--- config.mk ---
export PLATFORM = sky130hd
export DESIGN_NAME = ps2_set2_to_hid_report
export DESIGN_NICKNAME = d
export VERILOG_FILES = /design/src/rtl/ps2hid_pkg.sv /design/src/rtl/ps2_set2_to_hid_report.sv
export VERILOG_INCLUDE_DIRS = /design/src /design/src/rtl
export SDC_FILE = /design/constraint.sdc
export NUM_CORES = 1
export LEC_CHECK = 0
export CAP_MARGIN = 0
export CORE_UTILIZATION = 50
export CTS_CLUSTER_DIAMETER = 40
export DETAILED_ROUTE_END_ITERATION = 12
export DONT_BUFFER_PORTS = 1
export HOLD_SLACK_MARGIN = 0.05
export PLACE_DENSITY = 0.77
export SYNTH_ARGS = -nofsm -noshare
export SYNTH_HDL_FRONTEND = slang
export SYNTH_SLANG_ARGS = --single-unit
export TNS_END_PERCENT = 10
--- constraint.sdc ---
create_clock -name aclk -period 6.7 [get_ports aclk]
set_input_delay 0.335 -clock aclk [delete_from_list [all_inputs] [get_ports aclk]]
set_output_delay 0.335 -clock aclk [all_outputs]
set_load 0.02 [all_outputs]
--- src/rtl/ps2_set2_to_hid_report_macros.svh ---
// assertion helpers shared by the rtl
`ifndef PS2_SET2_TO_HID_REPORT_MACROS_SVH
`define PS2_SET2_TO_HID_REPORT_MACROS_SVH

// same-cycle implication, checked out of reset
`define PS2HID_ASSERT_NOW(label, clk, rstn, ante, cons) \
    label: assert property (@(posedge clk) disable iff (!rstn) (ante) |-> (cons)) \
        else $error("ps2hid: same-cycle check failed");

// next-cycle implication, checked out of reset
`define PS2HID_ASSERT_NEXT(label, clk, rstn, ante, cons) \
    label: assert property (@(posedge clk) disable iff (!rstn) (ante) |=> (cons)) \
        else $error("ps2hid: next-cycle check failed");

`endif

--- src/rtl/ps2hid_pkg.sv ---
`default_nettype none

package ps2hid_pkg;

    localparam int KEY_SLOTS_DEFAULT = 6;
    localparam int OUT_SLOTS         = 6;
    localparam int TDATA_W           = 8 * (1 + OUT_SLOTS);
    localparam int BASE_LEN          = 132;

    // prefix bytes and the BAT_OK byte of scan set 2
    localparam logic [7:0] CODE_BAT_OK = 8'hAA;
    localparam logic [7:0] CODE_PAUSE  = 8'hE1;
    localparam logic [7:0] CODE_EXT    = 8'hE0;
    localparam logic [7:0] CODE_BREAK  = 8'hF0;

    typedef logic [7:0] usage_t;

    localparam usage_t BASE_MAP [BASE_LEN] = '{
        8'h00, 8'h42, 8'h00, 8'h3E, 8'h3C, 8'h3A, 8'h3B, 8'h45,
        8'h68, 8'h43, 8'h41, 8'h3F, 8'h3D, 8'h2B, 8'h35, 8'h67,
        8'h69, 8'hE2, 8'hE1, 8'h00, 8'hE0, 8'h14, 8'h1E, 8'h00,
        8'h6A, 8'h00, 8'h1D, 8'h16, 8'h04, 8'h1A, 8'h1F, 8'h00,
        8'h6B, 8'h06, 8'h1B, 8'h07, 8'h08, 8'h21, 8'h20, 8'h00,
        8'h6C, 8'h2C, 8'h19, 8'h09, 8'h17, 8'h15, 8'h22, 8'h00,
        8'h6D, 8'h11, 8'h05, 8'h0B, 8'h0A, 8'h1C, 8'h23, 8'h00,
        8'h6E, 8'h00, 8'h10, 8'h0D, 8'h18, 8'h24, 8'h25, 8'h00,
        8'h6F, 8'h36, 8'h0E, 8'h0C, 8'h12, 8'h27, 8'h26, 8'h00,
        8'h70, 8'h37, 8'h38, 8'h0F, 8'h33, 8'h13, 8'h2D, 8'h00,
        8'h71, 8'h00, 8'h34, 8'h00, 8'h2F, 8'h2E, 8'h00, 8'h72,
        8'h39, 8'hE5, 8'h28, 8'h30, 8'h00, 8'h32, 8'h00, 8'h73,
        8'h00, 8'h64, 8'h00, 8'h00, 8'h00, 8'h00, 8'h2A, 8'h00,
        8'h00, 8'h59, 8'h00, 8'h5C, 8'h5F, 8'h00, 8'h00, 8'h00,
        8'h62, 8'h63, 8'h5A, 8'h5D, 8'h5E, 8'h60, 8'h29, 8'h53,
        8'h44, 8'h57, 8'h5B, 8'h56, 8'h55, 8'h61, 8'h47, 8'h00,
        8'h00, 8'h00, 8'h00, 8'h40
    };

    function automatic usage_t map_base(input logic [7:0] code);
        usage_t u;
        u = 8'h00;
        if (code < 8'(BASE_LEN)) begin
            u = BASE_MAP[code];
        end
        return u;
    endfunction

    function automatic usage_t map_extended(input logic [7:0] code);
        usage_t u;
        case (code)
            8'h11: u = 8'hE6;
            8'h1F: u = 8'hE3;
            8'h14: u = 8'hE4;
            8'h27: u = 8'hE7;
            8'h4A: u = 8'h54;
            8'h5A: u = 8'h58;
            8'h69: u = 8'h4D;
            8'h6B: u = 8'h50;
            8'h6C: u = 8'h4A;
            8'h7C: u = 8'h46;
            8'h70: u = 8'h49;
            8'h71: u = 8'h4C;
            8'h72: u = 8'h51;
            8'h74: u = 8'h4F;
            8'h75: u = 8'h52;
            8'h7A: u = 8'h4E;
            8'h7D: u = 8'h4B;
            default: u = 8'h00;
        endcase
        return u;
    endfunction

    // usages E0..E7 are the eight modifier keys
    function automatic logic [7:0] modifier_bit(input usage_t u);
        logic [7:0] m;
        m = 8'h00;
        if (u[7:3] == 5'b11100) begin
            m = 8'h01 << u[2:0];
        end
        return m;
    endfunction

endpackage

`default_nettype wire

--- src/rtl/ps2_set2_to_hid_report.sv ---
// channel | dir | tdata fields, lowest bit up                    | tuser
// s_axis  | in  | scan_byte[7:0]                                 | flush
// m_axis  | out | modifiers[7:0], slot_0[15:8] .. slot_5[55:48]  | -
//
// one word per cycle sustained while m_axis_tready holds: the byte is registered,
// decoded combinationally against the held report and the new report lands
// in the output register; a taken byte waits in the input register until
// its report is registered; bytes that change no slot give no word.
// reset (aresetn low, synchronous) empties the report and clears all prefixes.
// a stalled m_axis keeps its word; one more byte waits in the input register,
// then s_axis_tready drops.
`default_nettype none

`include "ps2_set2_to_hid_report_macros.svh"

module ps2_set2_to_hid_report #(
    parameter int KEY_SLOTS = ps2hid_pkg::KEY_SLOTS_DEFAULT
) (
    input  wire logic                           aclk,
    input  wire logic                           aresetn,
    input  wire logic                           s_axis_tvalid,
    output logic                                s_axis_tready,
    input  wire logic [7:0]                     s_axis_tdata,  // scan_byte[7:0]
    input  wire logic                           s_axis_tuser,  // flush
    output logic                                m_axis_tvalid,
    input  wire logic                           m_axis_tready,
    output logic [ps2hid_pkg::TDATA_W-1:0]      m_axis_tdata   // modifiers, slot_0..slot_5
);

    localparam int SHOWN = (KEY_SLOTS < ps2hid_pkg::OUT_SLOTS) ?
                           KEY_SLOTS : ps2hid_pkg::OUT_SLOTS;

    logic                       in_valid_reg;
    logic [7:0]                 in_byte_reg;
    logic                       in_flush_reg;

    logic [7:0]                 mods_reg, mods_next;
    ps2hid_pkg::usage_t         keys_reg  [KEY_SLOTS];
    ps2hid_pkg::usage_t         keys_next [KEY_SLOTS];
    logic                       ext_reg, ext_next;
    logic                       rel_reg, rel_next;
    logic                       pause_reg, pause_next;
    logic                       second_reg, second_next;

    logic                       out_valid_reg;
    logic [ps2hid_pkg::TDATA_W-1:0] out_data_reg;
    logic [ps2hid_pkg::TDATA_W-1:0] report;

    logic                       proc_fire;
    logic                       emit;
    logic                       state_clear;

    assign proc_fire     = in_valid_reg && (!out_valid_reg || m_axis_tready);
    assign s_axis_tready = !in_valid_reg || proc_fire;
    assign m_axis_tvalid = out_valid_reg;
    assign m_axis_tdata  = out_data_reg;

    always_ff @(posedge aclk) begin
        if (!aresetn) begin
            in_valid_reg <= 1'b0;
        end else if (s_axis_tready) begin
            in_valid_reg <= s_axis_tvalid;
        end
        if (s_axis_tready && s_axis_tvalid) begin
            in_byte_reg  <= s_axis_tdata;
            in_flush_reg <= s_axis_tuser;
        end
    end

    // decode one byte against the held report
    always_comb begin
        ps2hid_pkg::usage_t usage;
        logic [7:0]         mbit;
        logic               found;
        logic               held;
        mods_next   = mods_reg;
        keys_next   = keys_reg;
        ext_next    = ext_reg;
        rel_next    = rel_reg;
        pause_next  = pause_reg;
        second_next = second_reg;
        emit        = 1'b0;
        usage       = ext_reg ? ps2hid_pkg::map_extended(in_byte_reg)
                              : ps2hid_pkg::map_base(in_byte_reg);
        mbit        = ps2hid_pkg::modifier_bit(usage);
        found       = 1'b0;
        held        = 1'b0;
        for (int i = 0; i < KEY_SLOTS; i++) begin
            if (keys_reg[i] == usage) begin
                held = 1'b1;
            end
        end
        if (in_flush_reg) begin
            mods_next   = '0;
            for (int i = 0; i < KEY_SLOTS; i++) begin
                keys_next[i] = '0;
            end
            ext_next    = 1'b0;
            rel_next    = 1'b0;
            pause_next  = 1'b0;
            second_next = 1'b0;
        end else begin
            case (in_byte_reg)
                ps2hid_pkg::CODE_BAT_OK: begin
                end
                ps2hid_pkg::CODE_PAUSE: begin
                    pause_next = 1'b1;
                end
                ps2hid_pkg::CODE_EXT: begin
                    ext_next = 1'b1;
                end
                ps2hid_pkg::CODE_BREAK: begin
                    rel_next = 1'b1;
                end
                default: begin
                    ext_next = 1'b0;
                    rel_next = 1'b0;
                    if (pause_reg) begin
                        pause_next  = 1'b0;
                        second_next = 1'b1;
                    end else begin
                        second_next = 1'b0;
                        // second code of a pause sequence does nothing
                        if (!second_reg && usage != 8'h00) begin
                            if (rel_reg) begin
                                mods_next = mods_reg & ~mbit;
                                for (int i = 0; i < KEY_SLOTS; i++) begin
                                    if (!found && keys_reg[i] == usage) begin
                                        found        = 1'b1;
                                        keys_next[i] = 8'h00;
                                    end
                                end
                                emit = found;
                            end else if (!held) begin
                                mods_next = mods_reg | mbit;
                                for (int i = 0; i < KEY_SLOTS; i++) begin
                                    if (!found && keys_reg[i] == 8'h00) begin
                                        found        = 1'b1;
                                        keys_next[i] = usage;
                                    end
                                end
                                emit = found;
                            end
                        end
                    end
                end
            endcase
        end
    end

    always_comb begin
        report      = '0;
        report[7:0] = mods_next;
        for (int j = 0; j < SHOWN; j++) begin
            report[8 + 8*j +: 8] = keys_next[j];
        end
    end

    always_ff @(posedge aclk) begin
        if (!aresetn) begin
            mods_reg   <= '0;
            ext_reg    <= 1'b0;
            rel_reg    <= 1'b0;
            pause_reg  <= 1'b0;
            second_reg <= 1'b0;
            for (int i = 0; i < KEY_SLOTS; i++) begin
                keys_reg[i] <= '0;
            end
        end else if (proc_fire) begin
            mods_reg   <= mods_next;
            ext_reg    <= ext_next;
            rel_reg    <= rel_next;
            pause_reg  <= pause_next;
            second_reg <= second_next;
            keys_reg   <= keys_next;
        end
    end

    always_ff @(posedge aclk) begin
        if (!aresetn) begin
            out_valid_reg <= 1'b0;
        end else if (proc_fire && emit) begin
            out_valid_reg <= 1'b1;
        end else if (m_axis_tready) begin
            out_valid_reg <= 1'b0;
        end
        if (proc_fire && emit) begin
            out_data_reg <= report;
        end
    end

    assign state_clear = mods_reg == 8'h00 && !ext_reg && !rel_reg && !pause_reg && !second_reg;

    `PS2HID_ASSERT_NOW(a_flush_silent, aclk, aresetn, proc_fire && in_flush_reg, !emit)
    `PS2HID_ASSERT_NEXT(a_flush_clears, aclk, aresetn, proc_fire && in_flush_reg, state_clear)
    `PS2HID_ASSERT_NEXT(a_emit_shows, aclk, aresetn, proc_fire && emit, m_axis_tvalid)

endmodule

`default_nettype wire

== Word level (Yosys, flattened, before mapping) ==
Memory sizes are Yosys's and may differ from the RTL's.
Index checks and enable logic that the tools add are counted.
Storage, ports and cells
  word-level logic and storage cells: 220
  register bits after elaboration: 127
  output and inout port bits: 58
  bits in latches: 0
  bits in read-only memories: 2048
  memories: 1
  RAM bits: 0
  input port bits: 13
Cells by class
  div/mod/pow operators: 0
  reduce and logical (&&, ||, !) cells: 45
  order comparisons: 2
  multiplexer cells: 119
  multipliers: 0
  equal/unequal tests: 32
  $add $sub $neg: 0
  bitwise operators: 4
  shift operators: 1
Memory list
  (no name shown): words 256, width 8, read ports 1, clocked after Yosys merged registers in 0, wr ports 0, line ps2hid_pkg.sv:42  | u = BASE_MAP[code];
Operators with widths (number)
  $mux 48: 6
  $mux 8: 23
  $pmux 8 s17: 1
  $eq 8x7->1 const B: 13
  $mux 1: 86
  $eq 8x8->1: 6
  $logic_not 8->1: 6
  $eq 8x8->1 const B: 4
  $eq 8x5->1 const B: 3
  $logic_and 1x1->1: 14
  $logic_not 1->1: 13
  $ge 9x9->1 const B: 1
  $not 8->9: 1
  $reduce_or 3->1: 3
  $and 8x8->8: 1
  $eq 8x6->1 const B: 1
  $lt 8x8->1 const B: 1
  $ne 2x1->1 const B: 4
  $not 8->8: 1
  $or 8x8->8: 1
  $reduce_and 2->1: 4
  $reduce_bool 8->1: 1
  $shl 1x3->8 const A: 1
  $pmux 1 s2: 3
  other kinds (4): 5

== Longest topological paths before layout ==
  depth after elaboration: 66
  depth in mapped cells: 20
  mapped depth without buffers: 14

== Least setup slack after synthesis ==
No wires, ideal clock.
  path type: reg2reg
  from: register in_byte_reg[0]
  to: register out_data_reg, in the netlist m_axis_tdata[0], enable pin
  setup time: 488 ps
  period minus slack after synthesis: 7069 ps
  path slack: -369 ps
  path buffers: 4
  required time: 6212 ps
  data arrival time: 6580 ps
  cell stages (with the launch flop): 19
  cell sequence: edfxtp_1 clkbuf_1 inv_1 ha_1 or2_0 clkbuf_1 and3_1 a211oi_1 o311ai_1 o311ai_2 xnor2_1 nand3_1 or4_4 nand4_4 or2_1 buf_4 buf_4 nand2_1 a21oi_1
On the way
  cells in the longest elaborated chain, start to end: 54
  elaborated cells on any way between the ends: 91
  those cells by class: order compare: 1; eq/ne: 27; mux: 47; bitwise: 1; reduce/logical: 14; memory: 1
RTL lines
  start: declaration: line ps2_set2_to_hid_report.sv:34  | logic [7:0] in_byte_reg;
  start signal: assignment: line ps2_set2_to_hid_report.sv:65  | in_byte_reg <= s_axis_tdata;
  $not 8->9 (implied by the code): line ps2hid_pkg.sv:42
  $mem_v2 256x8
  $mux 8 (implied by the code) (2 in a row): line ps2hid_pkg.sv:42
  $mux 8: line ps2hid_pkg.sv:41  | if (code < 8'(BASE_LEN)) begin
  $mux 8: line ps2_set2_to_hid_report.sv:83  | usage = ext_reg ? ps2hid_pkg::map_extended(in_byte_reg)
  $eq 8x8->1: line ps2_set2_to_hid_report.sv:89, ps2_set2_to_hid_report.sv:128
  $mux 1: line ps2_set2_to_hid_report.sv:89, ps2_set2_to_hid_report.sv:128
  $mux 1: line ps2_set2_to_hid_report.sv:125  | if (rel_reg) begin
  [... 37 more ...]
  $logic_and 1x1->1: line ps2_set2_to_hid_report.sv:128  | if (!found && keys_reg[i] == usage) begin
  $mux 1: line ps2_set2_to_hid_report.sv:128
  $mux 1: line ps2_set2_to_hid_report.sv:125
  $mux 1: line ps2_set2_to_hid_report.sv:124  | if (!second_reg && usage != 8'h00) begin
  $mux 1: line ps2_set2_to_hid_report.sv:118  | if (pause_reg) begin
  $mux 1 (*): line ps2_set2_to_hid_report.sv:103  | case (in_byte_reg)
  $mux 1 (*): line ps2_set2_to_hid_report.sv:93  | if (in_flush_reg) begin
  $logic_and 1x1->1 (*): line ps2_set2_to_hid_report.sv:187  | if (proc_fire && emit) begin
  end signal: assignment: line ps2_set2_to_hid_report.sv:188  | out_data_reg <= report;
  end: declaration: line ps2_set2_to_hid_report.sv:46  | logic [ps2hid_pkg::TDATA_W-1:0] out_data_reg;
Mark *: on every way between the ends. The rest lies on a longest branch, timed or not. The select of a mux whose other input is x is not followed.
A chain may end at the register's enable or synchronous reset.

== Worst setup path in the final report ==
  from: register in_byte_reg[0]
  to: register out_data_reg, in the netlist m_axis_tdata[1], enable pin
The elaborated chain is that of the path after synthesis.

==> metrics.md <==
| Metric | Value |
|---|---|
| CP Max Fanout | `51` |
| Netlist cell types | `86` |
| CORE AREA | `around 16,000 um^2` |
| Max FFs per register | `56` |
| Max-slew headroom | `between 40% and 50%` |
| Final Cell Area | `between 9000 and 10,000 um^2` |
| Seq. cell area | `around 3200 um^2` |
| Fillers | `~1,400` |
| Initial DRC count | `around 1,300` |
| Setup Fix Bufs, Post-CTS | `0` |
| Pre-CTS WS | `1.09 ns` |
| Register area share after synthesis | `38.3%` |
| Die area | `~17,000 um^2` |
| Wire length on met3 | `just over 3000 um` |
| Max cap viols | `0` |
| P&R area growth vs syn | `9.70%` |
| Final GP Congestion | `1.03` |
| Worst Clk Skew | `slightly below 0.01 ns` |
| Top area cells in the synthesized netlist | `edfxtp_1 (23%), dfxtp_1 (15%), a21oi_1 (3.8%)` |
| Synth area leader | `edfxtp_1` |
| Antenna diodes | `0` |
| CTS tree | `done` |
| Most common cell after layout, fill and taps aside | `nor2_1` |
| Iteration count of the initial detailed-routing pass | `6` |
| # DRC | `0` |
| Initial cell density of the core | `between 50% and 60%` |
| Uppermost layer routed | `met4` |
| FF-to-FF Start | `in_byte_reg[0]$_DFFE_PP_` |
| Hold Vio Cnt, Final | `0` |
| Area of the multi-input gates | `between 4000 and 5000 um^2` |
| Final WL | `27,100 um` |
| I/O pins | `between 70 and 80` |
| Post-Place Cell Area | `8450 um^2` |
| Wire length on met2 | `approximately 12,000 um` |
| Tcrit/Tclk final | `just under 90%` |
| HP Class | `primary input to register` |
| Ys Warns | `0` |
| Post-synth EDFFs | `65` |
| RSZ-0062 raised after global routing | `false` |
| Final slew viol count | `0` |
| Total power | `roughly 2.2 mW` |
| Element type at the critical path end | `register` |
| GRT overflow | `0` |
| Dpl hpwl | `18,700 um` |
| Peak VDD IR | `187 uV` |
| Largest net degree at the start of global routing | `52` |
| CTS H-tree lvls | `4` |
| Mapped Area | `between 8000 and 9000 um^2` |
| Initial antenna violation count | `0` |
| R2R Setup Slk | `around 0.8 ns` |
| CTS Hold Buffers Added | `12` |
| CTS sink count | `127` |
| Hold endpoint | `keys_reg[47]$_SDFFE_PN0P_` |
| Most frequent cells in the layout | `nor2_1 (84), nand2_1 (69), edfxtp_1 (65)` |
| Clk buf depth | `2` |
| GRT Total Usage | `a little under a third` |
| Final Util | `between 50 and 60%` |
| Final setup vio count | `0` |
| Cts repair resizes | `0` |
| Post-synth top area share | `23.4%` |
| Syn Nets | `around 970` |
| Worst reg-to-reg path cell count | `15` |
| Vias in the first global route | `7,649` |
| Critical Path RT | `6.81 ns` |
| Antenna Nets Post-Route | `0` |
| Fin crit period | `5.89 ns` |
| Reg-to-Reg End | `m_axis_tdata[1]$_DFFE_PP_` |
| Share of cells above drive strength 1 | `between 10% and 20%` |
| CTS clock-pin slew for the worst setup and hold paths | `roughly 0.060 ns` |
| Flops & latches, synth | `127` |
| Worst-Skew Late Latency | `0.43 ns` |
| Die X | `131 um` |
| IO buf count | `0` |
| Wire length per cell | `between 20 and 25 um` |
| Vias | `between 8,000 and 9,000` |
| Synthesized area per cell | `8.81 um^2` |
| Outcome | `completed` |
| CP Class | `register to register` |
| Setup TNS | `0 ns` |
| Synth Instances | `~950` |
| Site row count | `46` |
| Arrival time of the worst setup path | `roughly 6.0 ns` |
| P per Cell Area | `243 nW/um^2` |
| Worst slew pin tran | `between 0.8 and 0.9 ns` |
| WHS Path Cells | `1` |
| Die Y | `between 100 and 150 um` |
| Hold Crit Start | `aresetn` |
| Final WS setup | `between 0.8 and 0.9 ns` |
| Synth async-reset ratio | `0%` |
| P_leak | `about 3.0 nW` |
| Clock root buffer | `clkbuf_16` |
| CTS Buf Count | `17` |
| Vias per cell | `between 7 and 8` |
| Metal1 wirelength | `10,400 um` |
| Achievable clock frequency | `between 0.15 and 0.2 GHz` |
| Global-route wire length before repair | `between 40,000 and 50,000 um` |
| Most used DFF post-synth | `edfxtp_1` |
| Nets | `around 960` |
| CP Launch Type | `register` |
==> synthesized netlist by cell type, types with 18 or more instances <==
cell type and count:
o221a_2 19, a31oi_1 18, nor3_1 31, nor2_1 84, a211oi_1 30, edfxtp_1 65, buf_2 23, a21oi_1 64
o21ai_0 37, nand2_1 69, dfxtp_1 62, xnor2_1 28, nor4_1 38, nor2b_1 21, o21a_1 20, nand3_1 33
clkbuf_1 29
==> worst max-delay path, stage by stage, from the launching register on <==
cell and delay (ns):
edfxtp_1 0.63, inv_1 0.24, ha_1 0.54, or2_0 0.43, and3_1 0.23, a211oi_1 0.05
o311ai_1 0.47, o311a_1 0.85, xnor2_1 0.13, nor4_1 0.33, nand4_1 0.27, nand2_2 0.43
or2_1 0.18, nand2_1 0.09, a21oi_4 0.36, buf_12 0.31
==> area by class of cell <==
cell class / instances / share of cell area [%]
clock buffers: 18 / 4.80
inverters: 19 / 0.780
clock inverters: 14 / 1.46
well taps: 216 / 2.96
repair buffers: 37 / 3.50
flip-flops and latches: 127 / 34.9
multi-input cells: 730 / 51.6
==> stage by stage <==
step / hold WS (ns) / std cells
2_1_floorplan: 0.434 / 946
3_3_place_gp: 0.434 / 1117
3_5_place_dp: 0.434 / 1117
4_1_cts: 0.0589 / 1161
5_1_grt: 0.0569 / 1161
6_report: 0.0602 / 1161
==> worst max-delay path by stage <==
stage                             startpoint                          to  slack [ns]  cells after the start
floorplan           in_byte_reg[0]$_DFFE_PP_   m_axis_tdata[0]$_DFFE_PP_        0.88                     18
global placement    in_byte_reg[0]$_DFFE_PP_  m_axis_tdata[31]$_DFFE_PP_        1.16                     15
detailed placement  in_byte_reg[0]$_DFFE_PP_  m_axis_tdata[31]$_DFFE_PP_        1.09                     15
CTS                 in_byte_reg[0]$_DFFE_PP_   m_axis_tdata[7]$_DFFE_PP_         1.0                     15
global route        in_byte_reg[1]$_DFFE_PP_  m_axis_tdata[15]$_DFFE_PP_        0.54                     15
finish              in_byte_reg[0]$_DFFE_PP_   m_axis_tdata[1]$_DFFE_PP_        0.81                     15
==> per-layer routing <==
metal | vias up | GRT usage [%]
li1 | 3614 | -
met1 | 3846 | 40.8
met2 | 663 | 49.6
met3 | 154 | 7.10
met4 | 0 | 17.1
met5 | - | 0
==> kinds of logic after synthesis <==
group                    count (synthesis)  share of synthesized area [%]
buffers and inverters                   89                           5.25
XOR/XNOR                                37                           3.89
flip-flops                             127                           38.3
AND/OR/NAND/NOR                        370                           23.7
AO/OA/AOI/OAI                          305                           26.3
multiplexers                             8                          0.991
adder cells (fa/ha/maj)                 10                           1.50
==> report_power, final <==
group          leakage [nW]  switching, mW  total (mW)  internal, mW
clock                 0.283          0.370       0.895         0.525
sequential             1.10         0.0401       0.877         0.837
combinational          1.58          0.325       0.451         0.127
total                  2.97          0.735        2.22          1.49
(Power assumes the default switching activity.)
